$ cat src/rtl/core/i64dec_pkg.sv
`default_nettype none
// ----------------------------------------------------------------------------
// i64dec_pkg: shared types and constants for the decimal text converter
// Holds the ASCII codes, the digit count helper and the command and status
// structs that join the controller and the datapath.
// ----------------------------------------------------------------------------
package i64dec_pkg;

    // Default converted width and field widths fixed by the interface
    localparam int VALUE_WIDTH_DEF = 64;
    localparam int IN_DATA_W       = 64;
    localparam int TEXT_W          = 8;

    // ASCII codes
    localparam logic [TEXT_W-1:0] ASCII_ZERO  = 8'h30;
    localparam logic [TEXT_W-1:0] ASCII_NINE  = 8'h39;
    localparam logic [TEXT_W-1:0] ASCII_MINUS = 8'h2D;

    // BCD digit width and the double-dabble correction
    localparam int            BCD_W      = 4;
    localparam logic [BCD_W-1:0] BCD_ADJ_MIN = 4'd5;
    localparam logic [BCD_W-1:0] BCD_ADJ     = 4'd3;

    // Request type codes
    localparam logic REQ_SIGNED   = 1'b0;
    localparam logic REQ_UNSIGNED = 1'b1;

    // Decimal digits of 2^width - 1: floor(width * log10(2)) + 1
    function automatic int dec_digits(input int width);
        return ((width * 1233) >> 12) + 1;
    endfunction

    // Controller to datapath commands
    typedef struct packed {
        logic load;         // capture a new value, clear BCD
        logic conv_step;    // one shift/add-3 step
        logic shift_digit;  // drop the top digit
        logic sel_sign;     // drive '-' on the output byte
    } dp_cmd_t;

    // Datapath to controller status
    typedef struct packed {
        logic conv_done;    // current step is the last conversion step
        logic top_zero;     // top BCD digit is zero
        logic last_digit;   // one digit left
        logic negative;     // value printed with a leading '-'
    } dp_sts_t;

endpackage
`default_nettype wire

$ cat src/rtl/core/i64dec_dp.sv
`default_nettype none
// ----------------------------------------------------------------------------
// i64dec_dp: conversion datapath
// Magnitude register, shift/add-3 BCD register and counters. Converts one bit
// per step, then shifts digits out of the top of the BCD register.
// ----------------------------------------------------------------------------
module i64dec_dp
    import i64dec_pkg::*;
#(
    parameter int VALUE_WIDTH = VALUE_WIDTH_DEF
) (
    input  wire logic                 aclk,
    input  wire logic                 req_type,
    input  wire logic [IN_DATA_W-1:0] value_bits,
    input  wire dp_cmd_t              cmd,
    output dp_sts_t                   sts,
    output logic      [TEXT_W-1:0]    text_byte
);

    localparam int NUM_DIGITS = dec_digits(VALUE_WIDTH);
    localparam int BCD_BITS   = NUM_DIGITS * BCD_W;
    localparam int BIT_CNT_W  = $clog2(VALUE_WIDTH);
    localparam int DIG_CNT_W  = $clog2(NUM_DIGITS + 1);

    logic [VALUE_WIDTH-1:0] mag_reg, mag_next;
    logic [BCD_BITS-1:0]    bcd_reg, bcd_next;
    logic [BIT_CNT_W-1:0]   bit_cnt_reg, bit_cnt_next;
    logic [DIG_CNT_W-1:0]   dig_cnt_reg, dig_cnt_next;
    logic                   neg_reg, neg_next;

    logic [VALUE_WIDTH-1:0] raw;
    logic                   raw_neg;
    logic [BCD_BITS-1:0]    bcd_adj;
    logic [BCD_W-1:0]       top_digit;

    assign raw     = value_bits[VALUE_WIDTH-1:0];
    assign raw_neg = (req_type == REQ_SIGNED) && raw[VALUE_WIDTH-1];

    // Add 3 to every digit of 5 or more before the shift
    always_comb begin
        for (int i = 0; i < NUM_DIGITS; i++) begin
            if (bcd_reg[i*BCD_W +: BCD_W] >= BCD_ADJ_MIN) begin
                bcd_adj[i*BCD_W +: BCD_W] = bcd_reg[i*BCD_W +: BCD_W] + BCD_ADJ;
            end else begin
                bcd_adj[i*BCD_W +: BCD_W] = bcd_reg[i*BCD_W +: BCD_W];
            end
        end
    end

    // Next-state logic
    always_comb begin
        mag_next     = mag_reg;
        bcd_next     = bcd_reg;
        bit_cnt_next = bit_cnt_reg;
        dig_cnt_next = dig_cnt_reg;
        neg_next     = neg_reg;
        if (cmd.load) begin
            neg_next     = raw_neg;
            mag_next     = raw_neg ? VALUE_WIDTH'(~raw + VALUE_WIDTH'(1)) : raw;
            bcd_next     = '0;
            bit_cnt_next = BIT_CNT_W'(VALUE_WIDTH - 1);
            dig_cnt_next = DIG_CNT_W'(NUM_DIGITS);
        end else if (cmd.conv_step) begin
            bcd_next     = {bcd_adj[BCD_BITS-2:0], mag_reg[VALUE_WIDTH-1]};
            mag_next     = {mag_reg[VALUE_WIDTH-2:0], 1'b0};
            bit_cnt_next = bit_cnt_reg - BIT_CNT_W'(1);
        end else if (cmd.shift_digit) begin
            bcd_next     = {bcd_reg[BCD_BITS-BCD_W-1:0], {BCD_W{1'b0}}};
            dig_cnt_next = dig_cnt_reg - DIG_CNT_W'(1);
        end
    end

    // Payload registers; meaningful only after a load
    always_ff @(posedge aclk) begin
        mag_reg     <= mag_next;
        bcd_reg     <= bcd_next;
        bit_cnt_reg <= bit_cnt_next;
        dig_cnt_reg <= dig_cnt_next;
        neg_reg     <= neg_next;
    end

    // Status and output byte
    assign top_digit      = bcd_reg[BCD_BITS-1 -: BCD_W];
    assign sts.conv_done  = (bit_cnt_reg == '0);
    assign sts.top_zero   = (top_digit == '0);
    assign sts.last_digit = (dig_cnt_reg == DIG_CNT_W'(1));
    assign sts.negative   = neg_reg;
    assign text_byte      = cmd.sel_sign ? ASCII_MINUS
                                         : ASCII_ZERO + {{(TEXT_W-BCD_W){1'b0}}, top_digit};

endmodule
`default_nettype wire

$ cat src/rtl/core/i64dec_ctrl.sv
`default_nettype none
// ----------------------------------------------------------------------------
// i64dec_ctrl: conversion controller
// Sequences load, conversion steps, leading-zero skip, sign beat and digit
// beats, and runs both stream handshakes.
// ----------------------------------------------------------------------------
module i64dec_ctrl
    import i64dec_pkg::*;
(
    input  wire logic    aclk,
    input  wire logic    aresetn,
    input  wire logic    s_tvalid,
    output logic         s_tready,
    output logic         m_tvalid,
    input  wire logic    m_tready,
    output logic         m_tlast,
    input  wire dp_sts_t sts,
    output dp_cmd_t      cmd
);

    localparam logic [2:0] ST_IDLE = 3'd0;
    localparam logic [2:0] ST_CONV = 3'd1;
    localparam logic [2:0] ST_SKIP = 3'd2;
    localparam logic [2:0] ST_SIGN = 3'd3;
    localparam logic [2:0] ST_EMIT = 3'd4;

    logic [2:0] state_reg, state_next;

    // State transitions and commands
    always_comb begin
        state_next = state_reg;
        cmd        = '0;
        s_tready   = 1'b0;
        m_tvalid   = 1'b0;
        m_tlast    = 1'b0;
        unique case (state_reg)
            ST_IDLE: begin
                s_tready = 1'b1;
                if (s_tvalid) begin
                    cmd.load   = 1'b1;
                    state_next = ST_CONV;
                end
            end
            ST_CONV: begin
                cmd.conv_step = 1'b1;
                if (sts.conv_done) begin
                    state_next = ST_SKIP;
                end
            end
            ST_SKIP: begin
                // drop leading zeros, keep at least one digit
                if (sts.top_zero && !sts.last_digit) begin
                    cmd.shift_digit = 1'b1;
                end else begin
                    state_next = sts.negative ? ST_SIGN : ST_EMIT;
                end
            end
            ST_SIGN: begin
                m_tvalid     = 1'b1;
                cmd.sel_sign = 1'b1;
                if (m_tready) begin
                    state_next = ST_EMIT;
                end
            end
            ST_EMIT: begin
                m_tvalid = 1'b1;
                m_tlast  = sts.last_digit;
                if (m_tready) begin
                    if (sts.last_digit) begin
                        state_next = ST_IDLE;
                    end else begin
                        cmd.shift_digit = 1'b1;
                    end
                end
            end
            default: begin
                state_next = ST_IDLE;
            end
        endcase
    end

    // State register
    always_ff @(posedge aclk) begin
        if (!aresetn) begin
            state_reg <= ST_IDLE;
        end else begin
            state_reg <= state_next;
        end
    end

endmodule
`default_nettype wire

$ cat src/rtl/core/int64_to_decimal_ascii.sv
`default_nettype none
// ----------------------------------------------------------------------------
// int64_to_decimal_ascii: integer to decimal ASCII text
// Streams the decimal text of one integer per input beat, one character per
// output beat, most significant digit first.
// ----------------------------------------------------------------------------
// Each input beat carries an integer (low VALUE_WIDTH bits of s_tdata) and a
// request type on s_tuser (0 signed, 1 unsigned). The block returns its
// decimal text without leading zeros, '-' first for a negative signed value
// (the most negative value prints in full), with m_tlast on the final digit.
// One number is handled at a time: after a beat is taken the shift/add-3
// converter shifts in all VALUE_WIDTH bits (one bit per cycle), the
// leading-zero skip drops one zero at a time, then one beat per character
// goes out; s_tready is high again the cycle after the last character is
// taken.
module int64_to_decimal_ascii
    import i64dec_pkg::*;
#(
    parameter int VALUE_WIDTH = VALUE_WIDTH_DEF
) (
    input  wire logic                 aclk,
    input  wire logic                 aresetn,
    input  wire logic                 s_tvalid,
    output logic                      s_tready,
    input  wire logic [IN_DATA_W-1:0] s_tdata,   // [63:0] value_bits
    input  wire logic                 s_tuser,   // [0] req_type
    output logic                      m_tvalid,
    input  wire logic                 m_tready,
    output logic      [TEXT_W-1:0]    m_tdata,   // [7:0] text_byte
    output logic                      m_tlast    // is_last
);

    dp_cmd_t cmd;
    dp_sts_t sts;

    // Controller
    i64dec_ctrl u_ctrl (
        .aclk     (aclk),
        .aresetn  (aresetn),
        .s_tvalid (s_tvalid),
        .s_tready (s_tready),
        .m_tvalid (m_tvalid),
        .m_tready (m_tready),
        .m_tlast  (m_tlast),
        .sts      (sts),
        .cmd      (cmd)
    );

    // Datapath
    i64dec_dp #(
        .VALUE_WIDTH (VALUE_WIDTH)
    ) u_dp (
        .aclk       (aclk),
        .req_type   (s_tuser),
        .value_bits (s_tdata),
        .cmd        (cmd),
        .sts        (sts),
        .text_byte  (m_tdata)
    );

    // Input is never taken while a character is on offer
    assert property (@(posedge aclk) disable iff (!aresetn)
        !(s_tready && m_tvalid))
        else $error("input ready while output valid");

    // A taken beat starts a conversion
    assert property (@(posedge aclk) disable iff (!aresetn)
        (s_tvalid && s_tready) |=> !s_tready)
        else $error("ready held after accept");

    // Every output byte is '-' or a digit
    assert property (@(posedge aclk) disable iff (!aresetn)
        m_tvalid |-> ((m_tdata == ASCII_MINUS) ||
                      ((m_tdata >= ASCII_ZERO) && (m_tdata <= ASCII_NINE))))
        else $error("output byte not a sign or digit");

    // The final character is a digit
    assert property (@(posedge aclk) disable iff (!aresetn)
        (m_tvalid && m_tlast) |-> (m_tdata != ASCII_MINUS))
        else $error("sign flagged as last");

endmodule
`default_nettype wire
$ cat config.mk
export PLATFORM = sky130hd
export DESIGN_NAME = int64_to_decimal_ascii
export DESIGN_NICKNAME = d
export VERILOG_FILES = /design/src/rtl/core/i64dec_pkg.sv /design/src/rtl/core/i64dec_dp.sv /design/src/rtl/core/i64dec_ctrl.sv /design/src/rtl/core/int64_to_decimal_ascii.sv
export SDC_FILE = /design/constraint.sdc
export NUM_CORES = 1
export LEC_CHECK = 0
export CORE_MARGIN = 10
export CORE_UTILIZATION = 45
export CTS_BUF_LIST = sky130_fd_sc_hd__clkbuf_16
export DETAILED_ROUTE_END_ITERATION = 10
export DONT_BUFFER_PORTS = 1
export GPL_TIMING_DRIVEN = 0
export PLACE_DENSITY_LB_ADDON = 0.12
export REMOVE_ABC_BUFFERS = 1
export SLEW_MARGIN = 20
export SYNTH_ARGS = -nofsm -noshare
export SYNTH_HDL_FRONTEND = slang
export SYNTH_SLANG_ARGS = --single-unit
export TNS_END_PERCENT = 30
$ cat constraint.sdc
create_clock -name aclk -period 4.89 [get_ports aclk]
set_input_delay 0.2445 -clock aclk [delete_from_list [all_inputs] [get_ports aclk]]
set_output_delay 0.2445 -clock aclk [all_outputs]
set_load 0.02 [all_outputs]
==> reports/metrics.cfg <==
[run]
maxCapViolCount = 0

[routing]
drtIter0Drc = 528
viasPerCell = 5.67
drc = 0
wl_per_cell_um = 16.0
vias = 8093
first_pass_iters = 5
antenna_left = 0
drt-total-wl_um = 22900

[synthesis]
ys_async_sr_fraction_pct = 0
yosysSeqAreaShare_pct = 39.2
synth-main-ff-cell = dfxtp_1
synth-edff-count = 65
synth_area_leaders = edfxtp_1, dfxtp_1, ha_1, xnor2_1, nand2_1
avgSynthCellArea_sq_um = 8.39
yosysWarnings = 0
syn_inst = 1165
ys_ff_latch = 159
syn_area_sq_um = 9780
synth.top_cell.area_share_pct = 20.0
ys_types = 60
yosys.area.top_type = edfxtp_1

[cts]
cts-buffers-inserted = 17
ctsHoldBuffers = 1
htree_levels = 4
worstSkewPairLatency_ns = 0.44
clk_root_buffer_cell = clkbuf_16
cts_setup_buffers = 0
clockBufferDepth = 2
clk_pin_slew_ns = 0.08
cts_tree = yes
clkSinkCount = 159
cts_resized = 0

[pwr]
p_int_w = 0.00322
p_leak_nw = 3.67
pwr-share-clk_pct = 29.1
p_seq_share_pct = 40.5
vdd_drop_max_mv = 0.248
p_sw_share_pct = 34.8
power_frac_comb_pct = 30.4
p_per_area_nw_per_um2 = 454
netSwitchingPower_w = 0.00171

[timing]
max_slew_margin_pct = 41.1
worst_clock_skew_ns = 0.0120
fin_crit_ns = 3.35
setup_slack_ns = 1.54
slew_viol_final = 0
max_freq_mhz = 298
rsz0062_at_grt = no
worstMarginPinSlew_ns = 0.871
setup_viol = 0
fin_crit_sh_pct = 68.6
hold_viol = 0

[global_route]
grt_overflow = 0
grt_pass1_wl_um = 38700
grt_usage_pct = 16.0
antenna_found_initial = 0
grt_pass1_vias = 7825
grt_max_degree = 74

[placed_design]
dpl_cell_area_sq_um = 10200
gp_congestion = 0.770
portBuffers = 0
hpwl_um = 15700
pre_cts_ws_ns = 1.58
dp_cells = 1394

[critical_path]
critPathLaunch = u_dp.bcd_reg[76]
r2r_slack_ns = 1.54
cp_max_fo = 19
path_class = reg -> reg
worst_r2r_path_depth = 14
crit_path_end_kind = flop
crit_required_ns = 5.20
startpoint_type = flop
reg2reg_from = u_dp.bcd_reg[76]
critical_path_arrival_ns = 3.66
r2r-end = u_dp.bcd_reg[16]

[hold_path]
min_path_type = in -> reg
hold_depth = 2
hold_path_end = u_dp.mag_reg[0]
hold_start = s_tdata[0]

[cells_and_area]
fin_nets = 1254
fin_area_sq_um = 10900
largest_reg_flops = 80
final_layout_size_suffix_gt1_share_pct = 6.86
n_antenna_cell = 0
n_fill_cell = 2022
syn2layout_area_growth_pct = 11.3
fin_cells = 1427

[floorplan]
die_x_um = 167
row_count = 53
ios = 80
core_area_sq_um = 21200
dieArea_sq_um = 28000
start_util_pct = 46.1
die_h_um = 167

[status]
status = finished clean

## cells in the final DEF (no fill, tap or decap), drive strengths merged, types with 4 or more instances in the layout
cell type / count
nand2: 135
o21ai: 127
nor2: 118
dfxtp: 94
a21oi: 92
edfxtp: 65
inv: 65
xnor2: 60
nor3: 47
ha: 46
a221oi: 38
xor2: 28
nand2b: 26
a22oi: 20
nor3b: 20
a32oi: 18
buf: 18
a31oi: 17
clkbuf: 17
nor4: 17
nand3: 10
nand4: 8
or3: 6
o31ai: 6
or4: 5
clkinv: 5
nand3b: 4
nor4b: 4
## power groups by stage
stage               Combinational (W)  Sequential, W  Clock [W]
finish                        0.00150        0.00200    0.00143
global route                  0.00169        0.00204    0.00151
global placement              0.00150        0.00209          0
detailed placement            0.00152        0.00202          0
CTS                           0.00152        0.00200    0.00147
floorplan                    0.000918        0.00200          0
## per-stage QoR
step	total power, W	utilization, %	setup TNS [ns]	hold WS, ns
after floorplan	0.00292	-	-155.81	0.396
final	0.00493	51.2	0	0.0438
after detailed placement	0.00354	48.2	0	0.425
after global routing	0.00525	51.2	0	0.0501
after global placement	0.00359	46.4	-823.18	0.419
after CTS	0.00499	51.2	0	0.0303
## cell usage after synthesis (5+ instances only)
library cell and count:
a21oi_1 92, a221oi_1 38, a22oi_1 20, a31oi_1 17
a32oi_1 18, buf_2 15, clkbuf_1 45, dfxtp_1 94
edfxtp_1 65, ha_1 46, inv_1 55, nand2_1 135
nand2b_1 26, nand3_1 10, nand4_1 7, nor2_1 118
nor3_1 42, nor3_2 5, nor3b_1 20, nor4_1 11
o21ai_0 46, o21ai_1 81, o31ai_1 5, or3_1 5
xnor2_1 60, xor2_1 28
## final cells by class
cell class	instances	area, sq um	area share (%)
clock buffers	17	425	3.91
clock inverters	15	203	1.86
inverters	58	220	2.02
multi-input cells	884	5500	50.6
flip-flops and latches	159	3830	35.3
well taps	275	344	3.16
repair buffers	19	352	3.23
## kinds of logic after synthesis
group,Yosys count,synth area share (%)
DFF,159,39.2
buffers and inverters,123,5.03
xor gates and xnor gates,88,7.88
other,2,0.0768
adders and majority gates,46,5.89
AOI/OAI and AO/OA,337,21.2
muxes,2,0.218
and+or+nand+nor,408,20.5
## how the worst max path moves through the flow
stage / slack [ns] / cells after the start / endpoint
after floorplan: -1.58 / 8 / u_dp.bcd_reg[12]
after global placement: -7.96 / 4 / u_dp.bcd_reg[17]
after detailed placement: 1.58 / 12 / u_dp.bcd_reg[19]
after CTS: 1.54 / 12 / u_dp.bcd_reg[19]
after global routing: 1.31 / 14 / u_dp.bcd_reg[17]
final: 1.54 / 14 / u_dp.bcd_reg[16]
## layer usage
metal | part of all wire (%) | vias to the layer above | global-route usage [%] | routed length [um]
li1 | - | 4140 | - | -
met1 | 47 | 3803 | 20.1 | 10700
met2 | 46 | 133 | 25.5 | 10500
met3 | 6.3 | 17 | 5.45 | 1440
met4 | 1.1 | 0 | 4.43 | 243
met5 | 0 | - | 0 | 0
## worst max-delay path: stages (launching register included)
cell and delay (ns):
dfxtp_1 0.33, inv_1 0.13, ha_1 0.19, nor4b_1 0.38
a22oi_1 0.21, nor3_4 0.36, buf_8 0.23, buf_8 0.20
buf_16 0.17, buf_8 0.16, nor2_4 0.12, buf_16 0.19
buf_16 0.16, a221oi_1 0.31, nor2_1 0.07
Power figures use the tool's default switching activity.
